$ cat src/sv/hmpp_pkg.sv
package hmpp_pkg;

    // fixed geometry and number format
    localparam int SCREEN_W     = 1024;
    localparam int SCREEN_H     = 1024;
    localparam int FRAC_BITS    = 24;
    localparam int ESCAPE_LIMIT = 64;

    localparam int COORD_W  = 32;
    localparam int COLOR_W  = 16;
    localparam int PIXEL_W  = 10;
    localparam int OPND_W   = COORD_W + 1;
    localparam int PROD_W   = 2 * OPND_W;
    localparam int SUM_W    = PROD_W + 1;
    localparam int REM_CNT_W = $clog2(COLOR_W + 1);

    // escape bound on |x| and |y|
    localparam logic [35:0] ESC_LIMIT = 36'(ESCAPE_LIMIT) << FRAC_BITS;

    // pixel = floor(d * scale / 2^PIX_SHIFT + 1/2)
    localparam int PIX_SHIFT = FRAC_BITS + 16;
    localparam logic [PROD_W-1:0] PIX_RND = PROD_W'(1) << (PIX_SHIFT - 1);

    // configuration register indexes
    localparam int CFG_IDX_W = 3;
    localparam logic [CFG_IDX_W-1:0] REG_COS_A     = 3'd0;
    localparam logic [CFG_IDX_W-1:0] REG_SIN_A     = 3'd1;
    localparam logic [CFG_IDX_W-1:0] REG_X_ORIGIN  = 3'd2;
    localparam logic [CFG_IDX_W-1:0] REG_Y_TOP     = 3'd3;
    localparam logic [CFG_IDX_W-1:0] REG_X_SCALE   = 3'd4;
    localparam logic [CFG_IDX_W-1:0] REG_Y_SCALE   = 3'd5;
    localparam logic [CFG_IDX_W-1:0] REG_COLOR_MOD = 3'd6;

    // multiplier operand selections
    localparam logic [2:0] MUL_NONE = 3'd0;
    localparam logic [2:0] MUL_XX   = 3'd1;
    localparam logic [2:0] MUL_XC   = 3'd2;
    localparam logic [2:0] MUL_TS   = 3'd3;
    localparam logic [2:0] MUL_XS   = 3'd4;
    localparam logic [2:0] MUL_TC   = 3'd5;
    localparam logic [2:0] MUL_DX   = 3'd6;
    localparam logic [2:0] MUL_DY   = 3'd7;

    typedef struct packed {
        logic [31:0] cos_a;
        logic [31:0] sin_a;
        logic [31:0] x_origin;
        logic [31:0] y_top;
        logic [31:0] x_scale;
        logic [31:0] y_scale;
        logic [15:0] color_modulus;
    } cfg_t;

    typedef struct packed {
        logic       load_in;
        logic       check;
        logic [2:0] mul_op;
        logic       t_we;
        logic       acc_we;
        logic       xn_we;
        logic       pt_we;
        logic       px_we;
        logic       py_we;
        logic       load_out;
    } cmd_t;

    typedef struct packed {
        logic esc_hit;
        logic rem_done;
    } sts_t;

endpackage

$ cat src/sv/hmpp_rem.sv
module hmpp_rem
    import hmpp_pkg::*;
(
    input  logic               clk,
    input  logic               rst_n,
    input  logic               start,
    input  logic [COLOR_W-1:0] dividend,
    input  logic [COLOR_W-1:0] divisor,
    output logic               done,
    output logic [COLOR_W-1:0] remainder
);

    logic [REM_CNT_W-1:0] cnt_reg, cnt_next;
    logic [COLOR_W-1:0]   q_reg, r_reg, m_reg;
    logic [COLOR_W:0]     trial;
    logic [COLOR_W-1:0]   r_step;

    // restoring remainder, one dividend bit a cycle
    // a zero divisor takes nothing away, so the dividend shifts through unreduced
    always_comb
    begin
        trial = {r_reg, q_reg[COLOR_W-1]};
        if (trial >= {1'b0, m_reg})
            r_step = COLOR_W'(trial - {1'b0, m_reg});
        else
            r_step = trial[COLOR_W-1:0];
        if (start)
            cnt_next = REM_CNT_W'(COLOR_W);
        else if (cnt_reg != '0)
            cnt_next = cnt_reg - 1'b1;
        else
            cnt_next = cnt_reg;
    end

    always_ff @(posedge clk or negedge rst_n)
    begin
        if (!rst_n)
            cnt_reg <= '0;
        else
            cnt_reg <= cnt_next;
    end

    always_ff @(posedge clk)
    begin
        if (start)
        begin
            q_reg <= dividend;
            r_reg <= '0;
            m_reg <= divisor;
        end
        else if (cnt_reg != '0)
        begin
            q_reg <= {q_reg[COLOR_W-2:0], 1'b0};
            r_reg <= r_step;
        end
    end

    assign done      = (cnt_reg == '0);
    assign remainder = r_reg;

endmodule

$ cat src/sv/hmpp_ctrl.sv
module hmpp_ctrl
    import hmpp_pkg::*;
(
    input  logic clk,
    input  logic rst_n,
    input  logic s_tvalid,
    output logic s_tready,
    output logic m_tvalid,
    input  logic m_tready,
    input  sts_t sts,
    output cmd_t cmd
);

    localparam logic [3:0] ST_IDLE  = 4'd0;
    localparam logic [3:0] ST_CHECK = 4'd1;
    localparam logic [3:0] ST_TSUB  = 4'd2;
    localparam logic [3:0] ST_XCOS  = 4'd3;
    localparam logic [3:0] ST_XNEW  = 4'd4;
    localparam logic [3:0] ST_XSIN  = 4'd5;
    localparam logic [3:0] ST_YNEW  = 4'd6;
    localparam logic [3:0] ST_DXMUL = 4'd7;
    localparam logic [3:0] ST_PXCHK = 4'd8;
    localparam logic [3:0] ST_PYCHK = 4'd9;
    localparam logic [3:0] ST_FIN   = 4'd10;

    logic [3:0] state_reg, state_next;
    logic       out_valid_reg, out_valid_next;
    logic       out_free;

    assign out_free = !out_valid_reg || m_tready;

    always_comb
    begin
        state_next = state_reg;
        cmd        = '0;
        cmd.mul_op = MUL_NONE;
        s_tready   = 1'b0;
        unique case (state_reg)
            ST_IDLE:
            begin
                s_tready = 1'b1;
                if (s_tvalid)
                begin
                    cmd.load_in = 1'b1;
                    state_next  = ST_CHECK;
                end
            end
            ST_CHECK:
            begin
                cmd.check  = 1'b1;
                cmd.mul_op = MUL_XX;
                state_next = sts.esc_hit ? ST_FIN : ST_TSUB;
            end
            ST_TSUB:
            begin
                cmd.t_we   = 1'b1;
                cmd.mul_op = MUL_XC;
                state_next = ST_XCOS;
            end
            ST_XCOS:
            begin
                cmd.acc_we = 1'b1;
                cmd.mul_op = MUL_TS;
                state_next = ST_XNEW;
            end
            ST_XNEW:
            begin
                cmd.xn_we  = 1'b1;
                cmd.mul_op = MUL_XS;
                state_next = ST_XSIN;
            end
            ST_XSIN:
            begin
                cmd.acc_we = 1'b1;
                cmd.mul_op = MUL_TC;
                state_next = ST_YNEW;
            end
            ST_YNEW:
            begin
                cmd.pt_we  = 1'b1;
                state_next = ST_DXMUL;
            end
            ST_DXMUL:
            begin
                cmd.mul_op = MUL_DX;
                state_next = ST_PXCHK;
            end
            ST_PXCHK:
            begin
                cmd.px_we  = 1'b1;
                cmd.mul_op = MUL_DY;
                state_next = ST_PYCHK;
            end
            ST_PYCHK:
            begin
                cmd.py_we  = 1'b1;
                state_next = ST_FIN;
            end
            ST_FIN:
            begin
                if (sts.rem_done && out_free)
                begin
                    cmd.load_out = 1'b1;
                    state_next   = ST_IDLE;
                end
            end
            default:
            begin
                state_next = ST_IDLE;
            end
        endcase
    end

    always_comb
    begin
        out_valid_next = out_valid_reg;
        if (cmd.load_out)
            out_valid_next = 1'b1;
        else if (m_tready)
            out_valid_next = 1'b0;
    end

    always_ff @(posedge clk or negedge rst_n)
    begin
        if (!rst_n)
        begin
            state_reg     <= ST_IDLE;
            out_valid_reg <= 1'b0;
        end
        else
        begin
            state_reg     <= state_next;
            out_valid_reg <= out_valid_next;
        end
    end

    assign m_tvalid = out_valid_reg;

endmodule

$ cat src/sv/hmpp_datapath.sv
module hmpp_datapath
    import hmpp_pkg::*;
(
    input  logic               clk,
    input  logic               rst_n,
    input  cfg_t               cfg,
    input  cmd_t               cmd,
    input  logic               restart,
    input  logic [COORD_W-1:0] start_x,
    input  logic [COORD_W-1:0] start_y,
    input  logic [COLOR_W-1:0] rem_value,
    output logic               esc_hit,
    output logic               plot_valid,
    output logic [PIXEL_W-1:0] pixel_x,
    output logic [PIXEL_W-1:0] pixel_y,
    output logic [COLOR_W-1:0] color,
    output logic               escaped
);

    localparam logic signed [SUM_W-1:0] T_HI   = SUM_W'(64'sd2147483647);
    localparam logic signed [SUM_W-1:0] T_LO   = -SUM_W'(64'sd2147483647);
    localparam logic signed [SUM_W-1:0] S32_HI = SUM_W'(64'sd2147483647);
    localparam logic signed [SUM_W-1:0] S32_LO = -SUM_W'(64'sd2147483648);

    function automatic logic signed [COORD_W-1:0] sat32(
        input logic signed [SUM_W-1:0] v,
        input logic signed [SUM_W-1:0] lo,
        input logic signed [SUM_W-1:0] hi
    );
        logic signed [COORD_W-1:0] r;
        if (v < lo)
            r = lo[COORD_W-1:0];
        else if (v > hi)
            r = hi[COORD_W-1:0];
        else
            r = v[COORD_W-1:0];
        return r;
    endfunction

    logic signed [COORD_W-1:0] pt_x_reg, pt_y_reg;
    logic                      esc_flag_reg;
    logic signed [COORD_W-1:0] t_reg, xn_reg;
    logic signed [PROD_W-1:0]  prod_reg, acc_reg;
    logic                      res_esc_reg, x_ok_reg, y_ok_reg;
    logic [PIXEL_W-1:0]        px_reg, py_reg;

    logic                      plot_reg, escaped_reg;
    logic [PIXEL_W-1:0]        pixel_x_reg, pixel_y_reg;
    logic [COLOR_W-1:0]        color_reg;

    logic [OPND_W-1:0]         ax, ay;
    logic signed [OPND_W-1:0]  mul_a, mul_b, dx, dy;
    logic signed [SUM_W-1:0]   t_diff, x_sum, y_sum;
    logic signed [COORD_W-1:0] t_sat, xn_sat, yn_sat;
    logic [PROD_W-1:0]         pix;
    logic                      dx_pos, dy_pos, pix_pos;
    logic                      plot_now;

    // escape test on the stored point
    always_comb
    begin
        ax = pt_x_reg[COORD_W-1] ? OPND_W'(-$signed(OPND_W'(pt_x_reg))) : OPND_W'(pt_x_reg);
        ay = pt_y_reg[COORD_W-1] ? OPND_W'(-$signed(OPND_W'(pt_y_reg))) : OPND_W'(pt_y_reg);
        esc_hit = esc_flag_reg || ({3'b000, ax} >= ESC_LIMIT) || ({3'b000, ay} >= ESC_LIMIT);
    end

    // distances from the screen edges
    assign dx     = OPND_W'(pt_x_reg) - OPND_W'($signed(cfg.x_origin));
    assign dy     = OPND_W'($signed(cfg.y_top)) - OPND_W'(pt_y_reg);
    assign dx_pos = !dx[OPND_W-1] && (dx != '0);
    assign dy_pos = !dy[OPND_W-1] && (dy != '0);

    // shared multiplier operand select
    always_comb
    begin
        case (cmd.mul_op)
            MUL_XX:
            begin
                mul_a = OPND_W'(pt_x_reg);
                mul_b = OPND_W'(pt_x_reg);
            end
            MUL_XC:
            begin
                mul_a = OPND_W'(pt_x_reg);
                mul_b = OPND_W'($signed(cfg.cos_a));
            end
            MUL_TS:
            begin
                mul_a = OPND_W'(t_reg);
                mul_b = OPND_W'($signed(cfg.sin_a));
            end
            MUL_XS:
            begin
                mul_a = OPND_W'(pt_x_reg);
                mul_b = OPND_W'($signed(cfg.sin_a));
            end
            MUL_TC:
            begin
                mul_a = OPND_W'(t_reg);
                mul_b = OPND_W'($signed(cfg.cos_a));
            end
            MUL_DX:
            begin
                mul_a = dx;
                mul_b = $signed({1'b0, cfg.x_scale});
            end
            MUL_DY:
            begin
                mul_a = dy;
                mul_b = $signed({1'b0, cfg.y_scale});
            end
            default:
            begin
                mul_a = '0;
                mul_b = '0;
            end
        endcase
    end

    // t = y - floor(x*x), rotated point, pixel rounding
    always_comb
    begin
        t_diff  = SUM_W'(pt_y_reg) - SUM_W'(prod_reg >>> FRAC_BITS);
        t_sat   = sat32(t_diff, T_LO, T_HI);
        x_sum   = (SUM_W'(acc_reg) - SUM_W'(prod_reg)) >>> FRAC_BITS;
        y_sum   = (SUM_W'(acc_reg) + SUM_W'(prod_reg)) >>> FRAC_BITS;
        xn_sat  = sat32(x_sum, S32_LO, S32_HI);
        yn_sat  = sat32(y_sum, S32_LO, S32_HI);
        pix     = ($unsigned(prod_reg) + PIX_RND) >> PIX_SHIFT;
        pix_pos = (pix != '0);
    end

    assign plot_now = !res_esc_reg && x_ok_reg && y_ok_reg;

    always_ff @(posedge clk or negedge rst_n)
    begin
        if (!rst_n)
        begin
            pt_x_reg     <= '0;
            pt_y_reg     <= '0;
            esc_flag_reg <= 1'b0;
        end
        else
        begin
            if (cmd.load_in && restart)
            begin
                pt_x_reg     <= $signed(start_x);
                pt_y_reg     <= $signed(start_y);
                esc_flag_reg <= 1'b0;
            end
            else if (cmd.check && esc_hit)
            begin
                esc_flag_reg <= 1'b1;
            end
            else if (cmd.pt_we)
            begin
                pt_x_reg <= xn_reg;
                pt_y_reg <= yn_sat;
            end
        end
    end

    always_ff @(posedge clk)
    begin
        prod_reg <= mul_a * mul_b;
        if (cmd.check)
            res_esc_reg <= esc_hit;
        if (cmd.t_we)
            t_reg <= t_sat;
        if (cmd.acc_we)
            acc_reg <= prod_reg;
        if (cmd.xn_we)
            xn_reg <= xn_sat;
        if (cmd.px_we)
        begin
            x_ok_reg <= dx_pos && pix_pos && (pix < PROD_W'(SCREEN_W));
            px_reg   <= pix[PIXEL_W-1:0];
        end
        if (cmd.py_we)
        begin
            y_ok_reg <= dy_pos && pix_pos && (pix < PROD_W'(SCREEN_H));
            py_reg   <= pix[PIXEL_W-1:0];
        end
        if (cmd.load_out)
        begin
            plot_reg    <= plot_now;
            escaped_reg <= res_esc_reg;
            pixel_x_reg <= plot_now ? px_reg : '0;
            pixel_y_reg <= plot_now ? py_reg : '0;
            color_reg   <= plot_now ? rem_value : '0;
        end
    end

    assign plot_valid = plot_reg;
    assign escaped    = escaped_reg;
    assign pixel_x    = pixel_x_reg;
    assign pixel_y    = pixel_y_reg;
    assign color      = color_reg;

endmodule

$ cat src/sv/henon_map_point_plotter.sv
// channel   | direction | tdata (low bit up)                          | tuser
// ----------+-----------+---------------------------------------------+---------------------
// s_*       | in        | start_x 32, start_y 32, orbit_index 16      | restart
// m_*       | out       | pixel_x 10, pixel_y 10, color 16, pad 4     | plot_valid, escaped
// cfg_*     | in        | write enable, 3-bit register index, 32-bit data
//
// one request at a time; between accepts, while the output is free, the block runs
// nine sequencer steps, seven of them products on the shared 33x33 multiplier, with the
// colour remainder running alongside and setting the length; a frozen point still waits
// for the remainder
// a finished result sits in the output register while the next request is taken
// the output stalls the block only when a new result is ready and the old one is unread
// rst_n clears the point, the escape flag, the control state and the configuration registers to defaults
module henon_map_point_plotter
    import hmpp_pkg::*;
(
    input  logic                 clk,
    input  logic                 rst_n,
    // input requests
    input  logic                 s_tvalid,
    output logic                 s_tready,
    input  logic [79:0]          s_tdata,   // start_x, start_y, orbit_index
    input  logic                 s_tuser,   // restart
    // results
    output logic                 m_tvalid,
    input  logic                 m_tready,
    output logic [39:0]          m_tdata,   // pixel_x, pixel_y, color, zero pad
    output logic [1:0]           m_tuser,   // plot_valid, escaped
    // configuration writes
    input  logic                 cfg_we,
    input  logic [CFG_IDX_W-1:0] cfg_index,
    input  logic [31:0]          cfg_data
);

    cfg_t cfg_reg;
    cmd_t cmd;
    sts_t sts;

    logic               esc_hit;
    logic               rem_done;
    logic [COLOR_W-1:0] rem_value;

    logic               plot_valid;
    logic               escaped;
    logic [PIXEL_W-1:0] pixel_x;
    logic [PIXEL_W-1:0] pixel_y;
    logic [COLOR_W-1:0] color;

    // register file, to be written only while idle; the block itself does not enforce this
    always_ff @(posedge clk or negedge rst_n)
    begin
        if (!rst_n)
        begin
            cfg_reg.cos_a         <= 32'h0100_0000;
            cfg_reg.sin_a         <= '0;
            cfg_reg.x_origin      <= '0;
            cfg_reg.y_top         <= '0;
            cfg_reg.x_scale       <= 32'h0001_0000;
            cfg_reg.y_scale       <= 32'h0001_0000;
            cfg_reg.color_modulus <= 16'd256;
        end
        else if (cfg_we)
        begin
            unique case (cfg_index)
                REG_COS_A:     cfg_reg.cos_a         <= cfg_data;
                REG_SIN_A:     cfg_reg.sin_a         <= cfg_data;
                REG_X_ORIGIN:  cfg_reg.x_origin      <= cfg_data;
                REG_Y_TOP:     cfg_reg.y_top         <= cfg_data;
                REG_X_SCALE:   cfg_reg.x_scale       <= cfg_data;
                REG_Y_SCALE:   cfg_reg.y_scale       <= cfg_data;
                REG_COLOR_MOD: cfg_reg.color_modulus <= cfg_data[COLOR_W-1:0];
                default:       ;
            endcase
        end
    end

    assign sts.esc_hit  = esc_hit;
    assign sts.rem_done = rem_done;

    // sequencer for the multiply chain and the output register
    hmpp_ctrl u_ctrl (
        .clk      (clk),
        .rst_n    (rst_n),
        .s_tvalid (s_tvalid),
        .s_tready (s_tready),
        .m_tvalid (m_tvalid),
        .m_tready (m_tready),
        .sts      (sts),
        .cmd      (cmd)
    );

    // point state, shared multiplier, pixel mapping
    hmpp_datapath u_dp (
        .clk        (clk),
        .rst_n      (rst_n),
        .cfg        (cfg_reg),
        .cmd        (cmd),
        .restart    (s_tuser),
        .start_x    (s_tdata[31:0]),
        .start_y    (s_tdata[63:32]),
        .rem_value  (rem_value),
        .esc_hit    (esc_hit),
        .plot_valid (plot_valid),
        .pixel_x    (pixel_x),
        .pixel_y    (pixel_y),
        .color      (color),
        .escaped    (escaped)
    );

    // colour = orbit_index mod color_modulus (orbit_index for a zero modulus), started at accept
    hmpp_rem u_rem (
        .clk       (clk),
        .rst_n     (rst_n),
        .start     (cmd.load_in),
        .dividend  (s_tdata[79:64]),
        .divisor   (cfg_reg.color_modulus),
        .done      (rem_done),
        .remainder (rem_value)
    );

    assign m_tdata = {4'b0000, color, pixel_y, pixel_x};
    assign m_tuser = {escaped, plot_valid};

endmodule

$ cat config.mk
export PLATFORM = sky130hd
export DESIGN_NAME = henon_map_point_plotter
export DESIGN_NICKNAME = d
export VERILOG_FILES = /design/src/sv/hmpp_pkg.sv /design/src/sv/hmpp_rem.sv /design/src/sv/hmpp_ctrl.sv /design/src/sv/hmpp_datapath.sv /design/src/sv/henon_map_point_plotter.sv
export SDC_FILE = /design/constraint.sdc
export NUM_CORES = 2
export LEC_CHECK = 0
export BUFFER_PORTS_ARGS = -buffer_cell sky130_fd_sc_hd__buf_2
export CORE_ASPECT_RATIO = 1.1
export CORE_UTILIZATION = 50
export DETAILED_ROUTE_END_ITERATION = 12
export PLACE_DENSITY_LB_ADDON = 0.3
export SLEW_MARGIN = 25
export SYNTH_ARGS = -nofsm -noshare
export SYNTH_HDL_FRONTEND = slang
export SYNTH_SLANG_ARGS = --single-unit
$ cat constraint.sdc
create_clock -name clk -period 32.7 [get_ports clk]
set_input_delay 4.905 -clock clk [delete_from_list [all_inputs] [get_ports clk]]
set_output_delay 4.905 -clock clk [all_outputs]
set_load 0.005 [all_outputs]
# ---- After elaboration in Yosys (flattened, before gate mapping)
# Cells that the tools add are included.
dict set report word_totals {
  out_inout_bits 44
  regBits 588
  in_bits 121
}
dict set report classes {
  n_lt_le_gt_ge 10
  mul 1
  eq_ne 26
  reduce_logical 44
  mux 40
  n_addsub 10
}
# cell count
set op_table {}
lappend op_table {{32-bit two-way mux} 10}
lappend op_table {{33-bit one-hot mux with 5 select lines} 1}
lappend op_table {{33-bit one-hot mux with 4 select lines} 1}
lappend op_table {{43-bit by 32-bit > comparator with 1-bit output, second input constant} 2}
lappend op_table {{43-bit by 32-bit less-than comparator with 1-bit output, second input constant} 2}
lappend op_table {{66-bit by 66-bit adder with 67-bit output} 1}
lappend op_table {{67-bit by 32-bit > comparator with 1-bit output, second input constant} 1}
lappend op_table {{67-bit by 32-bit less-than comparator with 1-bit output, second input constant} 1}
lappend op_table {{66-bit by 66-bit subtractor with 67-bit output} 1}
lappend op_table {{66-bit by 40-bit adder with 66-bit output, second input constant} 1}
lappend op_table {{33-bit by 31-bit >= comparator with 1-bit output, second input constant} 2}
lappend op_table {{33-bit by 33-bit multiplier with 66-bit output} 1}
lappend op_table {{33-bit two-way mux} 2}
lappend op_table {{32-bit negation with 33-bit output} 2}
lappend op_table {{33-bit nonzero test} 2}
lappend op_table {{66-bit nonzero test} 1}
lappend op_table {{32-bit by 32-bit subtractor with 33-bit output} 2}
lappend op_table {{16-bit two-way mux} 3}
lappend op_table {{4-bit one-hot mux with 11 select lines} 1}
lappend op_table {{32-bit by 42-bit subtractor with 43-bit output} 1}
lappend op_table {{26-bit by 11-bit less-than comparator with 1-bit output, second input constant} 1}
lappend op_table {{3-bit equality test, second input constant} 7}
lappend op_table {{3-bit one-hot mux with 7 select lines} 1}
lappend op_table {{2-bit AND reduction} 9}
lappend op_table {{other kinds (24)} 75}

# ---- Longest topological paths before layout
dict set report logic_depth {
  depth_word 8
  mapped_depth 46
  ltp_nobuf 44
}

# ---- Hierarchy
# A second synthesis with hierarchy kept.
dict set report unflattened {
  cells_unflattened 8401
  hier_area_um2 77605.7
}
# module cells_per_inst seq_area_each_um2 instances area_per_inst_um2
set by_module_without_submodules {}
lappend by_module_without_submodules {hmpp_datapath 7598 8683.3 1 66214.8}
lappend by_module_without_submodules {henon_map_point_plotter 456 5210.0 1 7847.5}
lappend by_module_without_submodules {hmpp_rem 290 1406.3 1 3095.5}
lappend by_module_without_submodules {hmpp_ctrl 57 125.1 1 447.9}

# ---- Least setup slack after synthesis
# Ideal clock, no wire load.
dict set report synth_timing {
  path_type {register -> register}
  startpoint {register u_dp.pt_x_reg[0]}
  endpoint {register u_dp.prod_reg[62]}
  path_slack_ns 21.632
  arrival_ns 10.995
  path_stages_with_launch 44
  path_buffers 2
  setup_time_ns 0.072
  path_cell_list {dfrtp_1 -> inv_1 -> ha_1 -> inv_1 -> fa_1 -> a21o_1 -> a31o_2 -> a2111oi_4 -> nor4_1 -> nor3_2 -> o311ai_0 -> o221ai_1 -> o21ai_1 -> a211oi_1 -> mux2i_1 -> o211ai_1 -> buf_2 -> nand2_1 -> (+8 left out) -> fa_1 -> fa_1 -> inv_1 -> fa_1 -> inv_1 -> ha_1 -> and2_1 -> clkbuf_1 -> a22o_1 -> o21ai_0 -> nand2b_1 -> nand2_1 -> nand2_1 -> a21oi_1 -> nor2_1 -> a311o_1 -> a21oi_1 -> xnor2_1}
}
dict set report synth_via {
  elab_chain_len 3
  word_cells_on_any_way 4
}
# item line
set synth_lines {}
lappend synth_lines {{start, declared} hmpp_datapath.sv:40} ;# logic signed [COORD_W-1:0] pt_x_reg, pt_y_reg;
lappend synth_lines {{start signal, assigned} hmpp_datapath.sv:147} ;# pt_x_reg <= $signed(start_x);
lappend synth_lines {{start signal, assigned} hmpp_datapath.sv:157} ;# pt_x_reg <= xn_reg;
lappend synth_lines {{32-bit by 32-bit subtractor with 33-bit output} hmpp_datapath.sv:68} ;# assign dx = OPND_W'(pt_x_reg) - OPND_W'($signed(cfg.x_origin));
lappend synth_lines {{33-bit one-hot mux with 4 select lines} hmpp_datapath.sv:76} ;# case (cmd.mul_op)
lappend synth_lines {{33-bit by 33-bit multiplier with 66-bit output *} hmpp_datapath.sv:165} ;# prod_reg <= mul_a * mul_b;
lappend synth_lines {{end signal, assigned} hmpp_datapath.sv:165}
lappend synth_lines {{end, declared} hmpp_datapath.sv:43} ;# logic signed [PROD_W-1:0] prod_reg, acc_reg;
# Mark *: on every way between the ends. The rest lies on a longest branch, timed or not.
# A chain may end at the register's enable or synchronous reset.

# ---- Final worst setup path
dict set report layout_timing {
  startpoint {register u_dp.pt_x_reg[0]}
  endpoint {register u_dp.prod_reg[65]}
}
# Same word-level chain as after synthesis.

==> results.toml <==
[run_status]
status = "finished clean"

[hold_path]
hp-start = "cfg_reg[3]$_DFFE_PN0P_"
whs_endpoint = "u_rem.m_reg[3]$_DFFE_PP_"
hp-class = "reg -> reg"
holdPathStages = 0

[grt]
grt_usage_pct = 34.7
antenna_found_initial = 18
overflow = 0
grt_pass1_vias = 63700
grt_pass1_wl_mm = 397
grt_max_degree = 100

[synthesis]
yosysTopAreaCell = "fa_1"
yosysMostFrequentCell = "inv_1"
synth_cells = 8319
synth_cell_types = 107
synth_area_per_cell_um2 = 9.12
synthArstFlopShare_pct = 48.1
syn_area_um2 = 75900
synth_top_area_share_pct = 30.3
ys_warn_count = 0
synth_edf_count = 223
yosys-top-cells-count = "inv_1, fa_1, nand2_1, nor2_1, ha_1"
ys.flop_type = "dfrtp_1"
synthTopCellsByArea = "fa_1, dfrtp_1, edfxtp_1, ha_1, inv_1"
ys_seq_area_share_pct = 20.3
synth.ff_latch_count = 588

[routing]
num_vias = 61700
firstDrtPassIters = 7
drc = 0
antenna_left = 0
avgViaCountPerCell = 5.96
wirelength_mm = 263
drt_iter0_markers = 5723
wl_per_cell_um = 25.4

[timing]
setup_violations = 0
rsz0062_at_grt = "false"
setup-tns-final_ps = 0
fin_crit_sh_pct = 40.3
finClkSkew_ps = 22.2
period_minus_slack_ps = 13170
maxSlewHeadroom_pct = 24.9
fmax_mhz = 75.9
worst_pin_slew_ps = 1120
hold_viol = 0
finalMaxSlewViolations = 0

[cells_and_area]
drive_above_1_share_pct = 8.71
largest_register_ffs = 208
final_nets = 10100
fillerInstances = 13900
area_growth_pct = 7.35

[worst_setup_path]
reg2reg_depth = 40
crit_arrival_ps = 13700
r2r-end = "u_dp.prod_reg[65]$_DFF_P_"
endpoint_kind = "register"
critPathLaunchType = "register"
cp_common_cell = "fa_1"
crit_type = "reg -> reg"
path_max_fanout = 33
max_stage_delay_ps = 730
ff2ff_setup_slack_ps = 19530
crit_slowest_cell = "fa_1"
critPathRequiredTime_ps = 33230
r2r-start = "u_dp.pt_x_reg[0]$_DFFE_PN0P_"

[cts]
clk_pin_slew_ps = 60
numCtsBuffers = 68
htree_num_levels = 3
clkSinkCount = 588
tritoncts = "yes"
ctsRootBufferMaster = "clkbuf_16"
hold_buffers = 0
cts.path.max_buffers = 3
cts_resized = 0
post_cts_buffers = 0
insertion_delay_ps = 680

[floorplan]
die-height_um = 411
die_w_um = 373
io_pins = 165
coreArea_um2 = 150000
initial_core_util_pct = 50.5
dieArea_um2 = 153000
row_count = 149

[placed_design]
portBuffers = 160
place_congestion = 0.995
dpl.hpwl_mm = 209

[job]
drv_cap = 0
cells by family after synthesis:
logic type,count (synthesis),share of synthesized area [%]
compound gates,1428,12.5
mux,190,2.80
xor+xnor,245,2.83
fa+ha+maj,1623,38.1
other cells,1,0.00494
buf+inv,1844,9.29
flops,588,20.3
simple gates,2400,14.0
worst max-delay path, delay by kind of cell, from the launching register on:
| family | cells | cell delay (ps) |
|---|---|---|
| AND/OR/NAND/NOR | 4 | 860 |
| AO/OA/AOI/OAI | 15 | 3850 |
| buffers and inverters | 8 | 2080 |
| flip-flops | 1 | 450 |
| multiplexers | 1 | 140 |
| adder cells (fa/ha/maj) | 11 | 5530 |
| XOR/XNOR | 1 | 80 |
layout make-up:
cell class	count	area (µm²)	share of cell area, %
Clock buffer	88	1890	2.32
Timing Repair Buffer	313	1950	2.40
Sequential cell	588	15400	18.9
Multi-Input combinational cell	5890	53800	66.1
Inverter	1468	5510	6.77
Tap cell	1963	2460	3.02
Antenna cell	7	17.5	0.0215
Clock inverter	38	374	0.459
how the worst max path moves through the flow:
| stage | start | end | slack (ps) |
|---|---|---|---|
| 2_1_floorplan | u_dp.pt_x_reg[0]$_DFFE_PN0P_ | u_dp.prod_reg[62]$_DFF_P_ | 21630 |
| 3_3_place_gp | u_dp.pt_x_reg[0]$_DFFE_PN0P_ | u_dp.prod_reg[65]$_DFF_P_ | 19750 |
| 3_5_place_dp | u_dp.pt_x_reg[0]$_DFFE_PN0P_ | u_dp.prod_reg[65]$_DFF_P_ | 19640 |
| 4_1_cts | u_dp.pt_x_reg[0]$_DFFE_PN0P_ | u_dp.prod_reg[65]$_DFF_P_ | 19560 |
| 5_1_grt | u_dp.pt_x_reg[0]$_DFFE_PN0P_ | u_dp.prod_reg[65]$_DFF_P_ | 18830 |
| 6_report | u_dp.pt_x_reg[0]$_DFFE_PN0P_ | u_dp.prod_reg[65]$_DFF_P_ | 19530 |
metrics by stage:
stage	instance area (µm²)	hold slack [ps]	cells	util [%]	setup slack, ps
floorplan	75900	415	8322	-	21630
CTS	81400	444	10300	54.2	19560
detailed placement	79100	430	10200	52.7	19640
global route	81400	460	10400	54.2	18830
global placement	79100	424	10200	52.6	19750
finish	81400	445	10400	54.2	19530
placed cells by master, fill, tap and decap left out, types with 35 or more instances in the layout:
cell type	count
inv_1	1463
fa_1	1150
nand2_1	997
nor2_1	725
ha_1	473
a21oi_1	433
dfrtp_1	279
edfxtp_1	223
o21ai_0	222
xnor2_1	184
mux2_2	178
buf_2	159
buf_4	151
a21o_1	116
nor3_1	95
and2_1	84
nand3_1	83
dfxtp_1	82
nor2b_1	81
clkbuf_16	72
a22oi_1	65
o21bai_1	61
xor2_1	61
nor4_1	57
nand4_1	52
and3_1	49
nand2b_1	49
o21a_1	46
o31ai_1	40
o21ai_1	37
a221o_1	35
per-layer routing:
layer,vias up,share of wire [%],GRT usage [%]
met5,-,0.043,0
met4,16,7.1,20.6
met3,695,8.2,6.56
met2,2681,46,55.2
met1,31400,39,44.2
li1,26900,-,-
Power is left out: the tool's default activity adds up to more than one toggle a clock period on the data nets, which glitch-free logic cannot reach.
